[src/hw/rtl/pomc_pkg.sv]
// Shared types, widths and saturation helpers for the pendulum cart controller.
// Depends on nothing; every other file imports it.
`timescale 1ns / 1ps
`default_nettype none

package pomc_pkg;

    localparam int Q_W       = 32;
    localparam int ACC_W     = 66;
    localparam int MP_W      = 32;
    localparam int DRV_W     = 14;
    localparam int SAMPLE_W  = 12;
    localparam int X2_W      = 36;
    localparam int STEP_W    = 5;
    localparam int CFG_IDX_W = 1;

    localparam logic [CFG_IDX_W-1:0] REG_GAIN_ANGLE = 1'b0;
    localparam logic [CFG_IDX_W-1:0] REG_GAIN_RATE  = 1'b1;

    typedef logic signed [Q_W-1:0]   q_t;
    typedef logic signed [ACC_W-1:0] acc_t;
    typedef logic signed [DRV_W-1:0] drv_t;
    typedef logic signed [MP_W-1:0]  mp_t;

    typedef struct packed {
        logic mul_go;
        logic div_go;
        logic clear;
    } alu_cmd_t;

    localparam acc_t Q_MAX  = {{(ACC_W-31){1'b0}}, {31{1'b1}}};
    localparam acc_t Q_MIN  = {{(ACC_W-31){1'b1}}, {31{1'b0}}};
    localparam acc_t FB_LIM = {{(ACC_W-41){1'b0}}, 1'b1, {40{1'b0}}};

    function automatic q_t sat32(acc_t v);
        q_t r;
        if (v > Q_MAX)
        begin
            r = Q_MAX[Q_W-1:0];
        end
        else if (v < Q_MIN)
        begin
            r = Q_MIN[Q_W-1:0];
        end
        else
        begin
            r = v[Q_W-1:0];
        end
        return r;
    endfunction

    function automatic acc_t clamp_sym(acc_t v, acc_t lim);
        acc_t r;
        if (v > lim)
        begin
            r = lim;
        end
        else if (v < -lim)
        begin
            r = -lim;
        end
        else
        begin
            r = v;
        end
        return r;
    endfunction

endpackage

`default_nettype wire

[src/hw/rtl/pomc_alu.sv]
// Bit-serial multiply-accumulate and rounding divide unit, shared by all steps.
// Depends on pomc_pkg for widths and the command struct.
`timescale 1ns / 1ps
`default_nettype none

module pomc_alu
    import pomc_pkg::*;
#(
    parameter int DEN_W = 17
)
(
    input  wire logic             clk,
    input  wire logic             rst_n,
    input  wire alu_cmd_t         cmd,
    input  wire acc_t             mcand,
    input  wire mp_t              mplier,
    input  wire logic [DEN_W-1:0] den,
    output acc_t                  acc,
    output acc_t                  quot,
    output logic                  done
);

    localparam logic [1:0] A_IDLE = 2'd0;
    localparam logic [1:0] A_MUL  = 2'd1;
    localparam logic [1:0] A_PREP = 2'd2;
    localparam logic [1:0] A_DIV  = 2'd3;
    localparam int CNT_W = $clog2(ACC_W);
    localparam logic [CNT_W-1:0] MUL_LAST = CNT_W'(MP_W - 1);
    localparam logic [CNT_W-1:0] DIV_LAST = CNT_W'(ACC_W - 1);

    logic [1:0]       state_reg;
    logic [CNT_W-1:0] cnt_reg;
    acc_t             acc_reg;
    acc_t             mc_reg;
    mp_t              mp_reg;
    logic [ACC_W-1:0] mag_reg;
    logic [DEN_W-1:0] rem_reg;
    logic [DEN_W-1:0] den_reg;
    logic             neg_reg;
    logic             done_reg;

    acc_t           addend;
    logic [DEN_W:0] shifted;
    logic [DEN_W:0] trial;
    logic           qbit;

    always_comb
    begin
        if (mp_reg[0])
        begin
            addend = (cnt_reg == MUL_LAST) ? -mc_reg : mc_reg;
        end
        else
        begin
            addend = '0;
        end
        shifted = {rem_reg, mag_reg[ACC_W-1]};
        trial   = shifted - {1'b0, den_reg};
        qbit    = ~trial[DEN_W];
    end

    always_ff @(posedge clk or negedge rst_n)
    begin
        if (!rst_n)
        begin
            state_reg <= A_IDLE;
            done_reg  <= 1'b0;
            cnt_reg   <= '0;
        end
        else
        begin
            done_reg <= 1'b0;
            unique case (state_reg)
                A_IDLE:
                begin
                    if (cmd.mul_go)
                    begin
                        if (cmd.clear)
                        begin
                            acc_reg <= '0;
                        end
                        mc_reg    <= mcand;
                        mp_reg    <= mplier;
                        cnt_reg   <= '0;
                        state_reg <= A_MUL;
                    end
                    else if (cmd.div_go)
                    begin
                        neg_reg   <= acc_reg[ACC_W-1];
                        mag_reg   <= acc_reg[ACC_W-1] ? -acc_reg : acc_reg;
                        den_reg   <= den;
                        state_reg <= A_PREP;
                    end
                end
                A_MUL:
                begin
                    acc_reg <= acc_reg + addend;
                    mc_reg  <= mc_reg <<< 1;
                    mp_reg  <= mp_reg >>> 1;
                    cnt_reg <= cnt_reg + 1'b1;
                    if (cnt_reg == MUL_LAST)
                    begin
                        state_reg <= A_IDLE;
                        done_reg  <= 1'b1;
                    end
                end
                A_PREP:
                begin
                    mag_reg   <= mag_reg + ACC_W'(den_reg >> 1);
                    rem_reg   <= '0;
                    cnt_reg   <= '0;
                    state_reg <= A_DIV;
                end
                A_DIV:
                begin
                    rem_reg <= qbit ? trial[DEN_W-1:0] : shifted[DEN_W-1:0];
                    mag_reg <= {mag_reg[ACC_W-2:0], qbit};
                    cnt_reg <= cnt_reg + 1'b1;
                    if (cnt_reg == DIV_LAST)
                    begin
                        state_reg <= A_IDLE;
                        done_reg  <= 1'b1;
                    end
                end
                default:
                begin
                    state_reg <= A_IDLE;
                end
            endcase
        end
    end

    assign acc  = acc_reg;
    assign quot = neg_reg ? -acc_t'(mag_reg) : acc_t'(mag_reg);
    assign done = done_reg;

endmodule

`default_nettype wire

[config.mk]
export PLATFORM = sky130hd
export DESIGN_NAME = pomc_alu
export DESIGN_NICKNAME = d
export VERILOG_FILES = /design/src/hw/rtl/pomc_pkg.sv /design/src/hw/rtl/pomc_alu.sv
export SDC_FILE = /design/constraint.sdc
export NUM_CORES = 1
export LEC_CHECK = 0
export BUFFER_PORTS_ARGS = -buffer_cell sky130_fd_sc_hd__buf_2
export CORE_MARGIN = 2
export CORE_UTILIZATION = 60
export DETAILED_ROUTE_END_ITERATION = 12
export PLACE_DENSITY = 0.9
export SLEW_MARGIN = 30
export SYNTH_ARGS = -nofsm -noshare
export SYNTH_HDL_FRONTEND = slang
export SYNTH_SLANG_ARGS = --single-unit
[constraint.sdc]
create_clock -name clk -period 21.9 [get_ports clk]
set_clock_uncertainty 0.05 [all_clocks]
set_input_delay 4.38 -clock clk [delete_from_list [all_inputs] [get_ports clk]]
set_output_delay 4.38 -clock clk [all_outputs]
set_load 0.005 [all_outputs]
======== Word level (Yosys, flattened, before mapping) ========
Index checks and enable logic that the tools add are counted.
storage, ports and cells
  output and inout bits ................... 133
  logic and storage cells ................. 71
  bits of input ports ..................... 120
  register bits after elaboration ......... 275
cells by class
  equal/unequal tests ..................... 12
  add/subtract/negate cells ............... 7
  bitwise gates (word level) .............. 3
  multiplexer cells ....................... 26
  reductions and logical operators ........ 12
operator list
  cell                                           count
  two-way mux 66 bit                             9
  case mux 66 bit (2 select lines)               2
  negator 66 bit                                 3
  case mux 66 bit (3 select lines)               1
  adder 66 x 16 -> 66 bit                        1
  adder 66 bit                                   1
  case mux 32 bit (2 select lines)               1
  case mux 17 bit (2 select lines)               1
  two-way mux 32 bit                             1
  case mux 7 bit (3 select lines)                1
  subtractor 18 x 17 -> 18 bit                   1
  two-way mux 17 bit                             1
  AND reduction 4 bit                            4
  inequality test 2 bit, second input constant   6
  two-way mux 2 bit                              4
  case mux 2 bit (4 select lines)                1
  adder 7 x 1 -> 7 bit, second input constant    1
  == test 7 x 5 -> 1 bit, second input constant  1
  == test 7 bit, second input constant           1
  two-way mux 7 bit                              1
  AND reduction 3 bit                            2
  == test 2 bit, second input constant           2
  nonzero test 2 bit                             2
  inequality test 3 bit, second input constant   1
  other kinds (8)                                11

======== Depth between registers and ports, before layout ========
Gate-level depths: netlist (run 1).
  depth after elaboration ................. 5
  depth in mapped cells ................... 23
  depth with buffers taken out ............ 21

======== Worst setup path after synthesis (run 1) ========
OpenSTA, ideal clock, no wires.
  path type ............................... input -> register
  from .................................... in cmd[2] (netlist bit)
  to ...................................... reg acc_reg[0] (netlist: acc[0]) (enable)
  library setup time ...................... 435 ps
  path slack .............................. 7,629 ps
  required time ........................... 21,415 ps
  path buffers ............................ 0
  stages .................................. 3
  arrival ................................. 13,786 ps
  path through ............................ nor2_1 > nor3b_1 > o31a_1
on the way
  longest elaborated chain between the ends .. 2
ends and longest elaborated chain
  what                             line            RTL
  start, declared                  pomc_alu.sv:14  input wire alu_cmd_t cmd,
  inequality test 2 bit (no line)  --
  AND reduction 4 bit (no line)    --
  end signal, assigned             pomc_alu.sv:97  acc_reg <= acc_reg + addend;
  end, declared                    pomc_alu.sv:33  acc_t acc_reg;
No other way between the ends.
A chain may end at the register's enable or synchronous reset.

======== Final worst setup path (run 1) ========
  from .................................... reg mag_reg[13]
  to ...................................... out quot[59]
on the way
  longest elaborated chain between the ends .. 2
ends and longest elaborated chain
  what                    line             RTL
  start, declared         pomc_alu.sv:36   logic [ACC_W-1:0] mag_reg;
  start signal, assigned  pomc_alu.sv:90   mag_reg <= acc_reg[ACC_W-1] ? -acc_reg : acc_reg;
  start signal, assigned  pomc_alu.sv:109  mag_reg <= mag_reg + ACC_W'(den_reg >> 1);
  start signal, assigned  pomc_alu.sv:117  mag_reg <= {mag_reg[ACC_W-2:0], qbit};
  negator 66 bit          pomc_alu.sv:134  assign quot = neg_reg ? -acc_t'(mag_reg) : acc_t'(mag_reg);
  two-way mux 66 bit      pomc_alu.sv:134
  end, declared           pomc_alu.sv:19   output acc_t quot,
No other way between the ends.

==> results of run 1 <==
==> final cells by class <==
class                           instances  area share
Multi-Input combinational cell       2174       0.539
Sequential cell                       275       0.331
Timing Repair Buffer                  270      0.0565
Clock buffer                           37      0.0329
Tap cell                              468      0.0236
Clock inverter                         18     0.00901
Inverter                               54     0.00816
Antenna cell                            1    0.000101
==> worst max-delay path: cells and delay by family, from the launching register on <==
kind / cells / cell delay (ns)
xor+xnor: 1 / 0.17
simple gates: 8 / 2.96
flops: 1 / 0.46
buf+inv: 1 / 0.14
compound gates: 1 / 0.27
==> layer usage <==
metal / track usage / wire [um] / up-vias
met1: 0.469 / 27500 / 9567
li1: - / - / 9826
met5: 0 / 0 / -
met3: 0.0464 / 6680 / 153
met4: 0.113 / 2400 / 0
met2: 0.496 / 28100 / 1168
==> kinds of logic after synthesis <==
family / count (synthesis)
AOI/OAI and AO/OA: 645
xor gates and xnor gates: 290
adders and majority gates: 106
buffers and inverters: 214
DFF: 275
muxes: 32
and+or+nand+nor: 1101
==> power breakdown <==
part	switching (mW)	internal (mW)	total, mW
Clock	0.217	0.323	0.540
Sequential	0.205	0.825	1.03
Combinational	0.892	0.603	1.50
Total	1.31	1.75	3.07
==> cells in the final DEF, fill, tap and decap left out, types with 9 or more instances in the layout <==
cell         n
a221oi_1    10
or2_2       16
buf_4       16
dfrtp_1      9
nor2_1     225
a21o_1      59
o21a_1      14
ha_1       103
and3_1      15
nand2b_1    16
a31oi_1     28
clkbuf_16   31
a21oi_1    160
nand3_1     57
mux2i_1     23
nand4_1     31
mux2_2       9
o22ai_1     16
a211oi_1    15
and2_1      73
nand2_1    486
a21boi_0    15
or4_1       19
o211ai_1    19
edfxtp_1   265
nor2b_1     14
nor3_1      54
buf_2      252
o31ai_1     50
or3_1       45
o21bai_1    12
nor4_1      18
inv_1       54
xnor2_1    189
xor2_1     100
o41ai_1     26
o21ai_0    175
==> worst min-delay path by stage <==
| stage | startpoint | endpoint | slack (ns) | depth (start not counted) |
|---|---|---|---|---|
| floorplan | mp_reg[1] | mp_reg[0] | 0.43 | 2 |
| global placement | mp_reg[22] | mp_reg[21] | 0.45 | 2 |
| detailed placement | mp_reg[5] | mp_reg[4] | 0.45 | 2 |
| CTS | mp_reg[5] | mp_reg[4] | 0.46 | 2 |
| global route | mp_reg[18] | mp_reg[17] | 0.48 | 2 |
| finish | mp_reg[5] | mp_reg[4] | 0.46 | 2 |
==> results_dict.tcl, run 1 <==
set metrics [dict create \
    yosysWarnings 0 \
    insertion_delay_of_the_later_clocked_pin_in_the_worst_skew_pair_ns 0.59 \
    endpoint "quot[59]" \
    antenna_found_initial 0 \
    multi_input_comb_area_mm2 0.0134 \
    finalMaxSlewViolations 0 \
    critPathLaunchType "flop" \
    boundaryPins 253 \
    dpl.hpwl_mm 48.3 \
    post_cts_hold_buffer_count 0 \
    syn-mean-instance-area_um2 8.41 \
    dieArea_mm2 0.0389 \
    routed_wirelength_mm 64.6 \
    post-route-period-util 0.412 \
    cts_inserted_buffers 31 \
    route.detailed.wl_per_inst_um 19.6 \
    max-vdd-ir-drop_mv 0.0675 \
    total_track_usage 0.323 \
    die_height_um 197 \
    first_iter_violations 2351 \
    postPlaceCellArea_mm2 0.0238 \
    io_buffer_count 252 \
    timing.critical_path.required_ns 17.47 \
    r2r_end "acc[50]" \
    design.final.nets 3032 \
    crit_path_top_delay_cell "or4_1" \
    critical_path.max_stage_delay_ns 0.65 \
    synth_top_flop_cell "edfxtp_1" \
    yosysMostFrequentCell "nand2_1" \
    synth.top_cells.by_count "nand2_1, edfxtp_1, nor2_1, xnor2_1, o21ai_0" \
    library_cell_with_the_largest_summed_area_after_synthesis "edfxtp_1" \
    design.core.area_mm2 0.0367 \
    clk_root_buffer_cell "clkbuf_16" \
    critical_path_cell_by_cell "or4_1 > nor4_1 > nor2b_1 > nand4_1 > or3_1 > nor2_1 > nand3_1 > or3_4 > o31ai_1 > xnor2_1 > buf_2" \
    cap_viol_max_count 0 \
    cts_max_path_buffers 3 \
    ys_seq_area_frac 0.367 \
    final.hold.worst_slack_ns 0.458 \
    number_of_enable_flip_flop_cells_after_synthesis 265 \
    synth-compound-area-share 0.181 \
    synth_largest_type_area_fraction 0.355 \
    worst_slack_ns 12.88 \
    power.density_mw_per_mm2 123 \
    timing.hold.worst.class "reg -> reg" \
    initial_core_util 0.610 \
    final_antenna_net_count 0 \
    worst-setup-path-type "reg -> out" \
    vias_in_the_first_global_route 19000 \
    final-seq-area_mm2 0.00821 \
    fmax_achieved_ghz 0.111 \
    setup_violations 0 \
    synth-async-reset-ratio 0.0364 \
    rrSetupSlack_ns 15.45 \
    synthesized_net_count 2889 \
    final.min_clock_period_ns 9.02 \
    worst-path-max-fanout 8 \
    yosys-mux-area-fraction 0.0148 \
    worst-slew-pin-transition_ns 0.906 \
    syn2layout_area_growth_pct 11.0 \
    clock_tree.htree_level_count 1 \
    leakage_nw 9.96 \
    r2r-start "mc_reg[3]" \
    worst_setup_path_end_kind "output port" \
    cts.clk_slew.worst_paths_ns 0.06 \
    wire_length_of_the_first_global_routing_pass_mm 101 \
    outcome "finished clean" \
    synth.cell_area_mm2 0.0224 \
    worst_r2r_path_depth 18 \
    synth_cells 2663 \
    grt_overflow 0 \
    fin_tns_setup_ns 0 \
    place_inst 3241 \
    cp.arrival_ns 4.59 \
    finalNonFillerCells 3297 \
    placement_rows 70 \
    synth.distinct_cells 71 \
    clock-sinks 275 \
    post-cts-setup-buffer-count 0 \
    rsz0062_at_grt "false" \
    synth.ff_latch_count 275 \
    hold_viol_final 0 \
    maxSlewHeadroom 0.391 \
    drt_drc_violations_left 0 \
    detailedRoute.firstPassIterationCount 6 \
    post-place-ws_ns 13.65 \
    fillers 2885 \
    cp-startpoint "mag_reg[13]" \
    detailroute.via_count 20700 \
    die_extent_in_x_um 197 \
    cts_tree "built" \
    synth_xor_xnor_area_share 0.113 \
    netlist_top_cells_area "edfxtp_1, nand2_1, xnor2_1" \
    yosys.area_share.adder 0.0603 \
    pin_count_of_the_biggest_net_entering_global_routing 106 \
    cts.repair.resized 0 \
    globalplace.congestion 0.950 \
    finalPower_mw 3.07 \
    area_of_all_placed_cells_without_fillers_mm2 0.0248 \
    detail_route.vias_per_cell 6.28 \
    synth-simple-area-share 0.226 \
    fin_util 0.677 \
    main_combinational_cell_family_by_area_after_synthesis "simple AND/OR/NAND/NOR gates" \
    drive_above_1_share 0.132 \
]
(Power assumes the default switching activity.)
==> inputs of run 2 (changes only) <==
==> constraint.sdc (replaced) <==
create_clock -name clk -period 8.6 [get_ports clk]
set_clock_uncertainty 0.05 [all_clocks]
set_input_delay 1.72 -clock clk [delete_from_list [all_inputs] [get_ports clk]]
set_output_delay 1.72 -clock clk [all_outputs]
set_load 0.005 [all_outputs]
==> run 2 against run 1 <==
Via count is 0.30% higher. Utilization is 0.33 points lower. Hold slack better by 0.0031 ns. Wire length is 0.40% lower. Count of clock-buffer cells in the layout is 10 higher. Critical path depth stayed put. Setup slack worse by 11 ns. Cell area is 0.49% lower. Non-clock buffer count is 2 lower. First-iteration DRC count is 17% lower. Combinational power grew to 2.5 times the previous value. Total power grew to 2.5 times the previous value.
==> results_dict.tcl, run 2 (synthesis gave the netlist of run 1 again) <==
set metrics [dict create \
    design.final.nets 3030 \
    post-place-ws_ns 2.61 \
    total_track_usage 0.325 \
    die_extent_in_x_um 197 \
    fillers 2930 \
    setup_violations 0 \
    worst_slack_ns 2.35 \
    top_library_cells_by_usage_in_the_layout_fill_and_taps_aside "nand2_1, edfxtp_1, buf_2" \
    grt_overflow 0 \
    maxSlewHeadroom 0.367 \
    route.detailed.wl_per_inst_um 19.5 \
    drt_drc_violations_left 0 \
    fin_util 0.674 \
    cap_viol_max_count 0 \
    final.min_clock_period_ns 6.25 \
    cts_max_path_buffers 3 \
    final-seq-area_mm2 0.00821 \
    detail_route.vias_per_cell 6.30 \
    worst_setup_path_end_kind "output port" \
    critPathLaunchType "flop" \
    syn2layout_area_growth_pct 10.4 \
    multi_input_comb_area_mm2 0.0134 \
    design.core.area_mm2 0.0367 \
    fin_tns_setup_ns 0 \
    clock-sinks 275 \
    io_buffer_count 252 \
    fmax_achieved_ghz 0.160 \
    timing.hold.worst.class "reg -> reg" \
    clk_root_buffer_cell "clkbuf_16" \
    timing.critical_path.required_ns 6.83 \
    rsz0062_at_grt "false" \
    hold_viol_final 0 \
    cts_inserted_buffers 31 \
    finalMaxSlewViolations 0 \
    max-vdd-ir-drop_mv 0.200 \
    post-route-period-util 0.727 \
    dieArea_mm2 0.0389 \
    routed_wirelength_mm 64.3 \
    first_iter_violations 1953 \
    leakage_nw 9.89 \
    drive_above_1_share 0.128 \
    crit_path_top_delay_cell "edfxtp_1" \
    post-cts-setup-buffer-count 0 \
    detailedRoute.firstPassIterationCount 9 \
    post_cts_hold_buffer_count 0 \
    detailroute.via_count 20800 \
    antenna_found_initial 1 \
    mostFrequentLayoutCell "nand2_1" \
    cts.clk_slew.worst_paths_ns 0.06 \
    final_antenna_net_count 0 \
    critical_path.max_stage_delay_ns 0.54 \
    vias_in_the_first_global_route 19200 \
    worst-slew-pin-transition_ns 0.947 \
    cts.repair.resized 0 \
    clock_tree.htree_level_count 1 \
    pin_count_of_the_biggest_net_entering_global_routing 98 \
    worst-setup-path-type "reg -> out" \
    insertion_delay_of_the_later_clocked_pin_in_the_worst_skew_pair_ns 0.58 \
    power.density_mw_per_mm2 311 \
    globalplace.congestion 0.963 \
    critPathBufInv 1 \
    die_height_um 197 \
    worst-path-max-fanout 10 \
    cp.arrival_ns 4.48 \
    outcome "finished clean" \
    placement_rows 70 \
    timing.critical_path.max_delay_family "simple AND/OR/NAND/NOR gates" \
    critical_path_cell_by_cell "or3_4 > or3_1 > or2_4 > or4_4 > or4_4 > nor2_1 > nand3_1 > or3_4 > o31ai_1 > xnor2_1 > buf_2" \
    cts_tree "built" \
    wire_length_of_the_first_global_routing_pass_mm 102 \
    initial_core_util 0.610 \
    boundaryPins 253 \
    dpl.hpwl_mm 48.5 \
]
[run 2: path summary, 6_finish.rpt]
path	depth (start not counted)	slack (ns)	startpoint	end
setup / recovery	11	2.35	mag_reg[29]	quot[63]
max in group asynchronous	1	7.22	rst_n	state_reg[1]
hold / removal	2	0.46	mp_reg[11]	mp_reg[10]
hold reg to reg	2	0.46	mp_reg[11]	mp_reg[10]
setup reg to reg	18	2.44	mc_reg[3]	acc[62]
min in group asynchronous	1	0.99	rst_n	cnt_reg[4]
[run 2: layer usage]
metal | vias to the layer above | track usage | share of wire
li1 | 9814 | - | -
met1 | 9739 | 0.475 | 0.44
met2 | 1106 | 0.501 | 0.44
met3 | 117 | 0.0478 | 0.095
met4 | 0 | 0.0969 | 0.028
met5 | - | 0 | 0
[run 2: metrics by stage]
stage | cells | area (um2) | power (mW) | hold slack (ns)
floorplan | 2663 | 22400 | 5.18 | 0.434
global placement | 3239 | 23800 | 6.23 | 0.444
detailed placement | 3239 | 23800 | 6.34 | 0.444
CTS | 3296 | 24700 | 7.60 | 0.462
global route | 3296 | 24700 | 8.22 | 0.494
finish | 3298 | 24700 | 7.68 | 0.461
[run 2: worst register-to-register path, stage by stage (launching register included)]
cell	delay [ns]
edfxtp_1	0.43
or3_1	0.48
nor4_1	0.69
nand4_1	0.47
nor3_1	0.57
a21oi_1	0.16
xor2_1	0.16
and2_1	0.16
ha_1	0.39
a21o_1	0.20
a21o_1	0.17
a21oi_1	0.19
o21ai_0	0.15
a221o_1	0.31
a211oi_1	0.42
o21ai_0	0.33
a41oi_1	0.35
xnor2_1	0.15
nor2_1	0.05
[run 2: area by class of cell]
class / count / area share
Antenna cell: 2 / 0.000202
Sequential cell: 275 / 0.332
Clock buffer: 47 / 0.0346
Inverter: 54 / 0.00820
Multi-Input combinational cell: 2174 / 0.542
Clock inverter: 10 / 0.00314
Timing Repair Buffer: 268 / 0.0560
Tap cell: 468 / 0.0237
[run 2: report_power, final]
group          internal, mW  total (mW)  switching (mW)
clock network         0.710        1.26           0.545
registers              2.10        2.65           0.550
logic                  1.54        3.77            2.24
total                  4.35        7.68            3.33
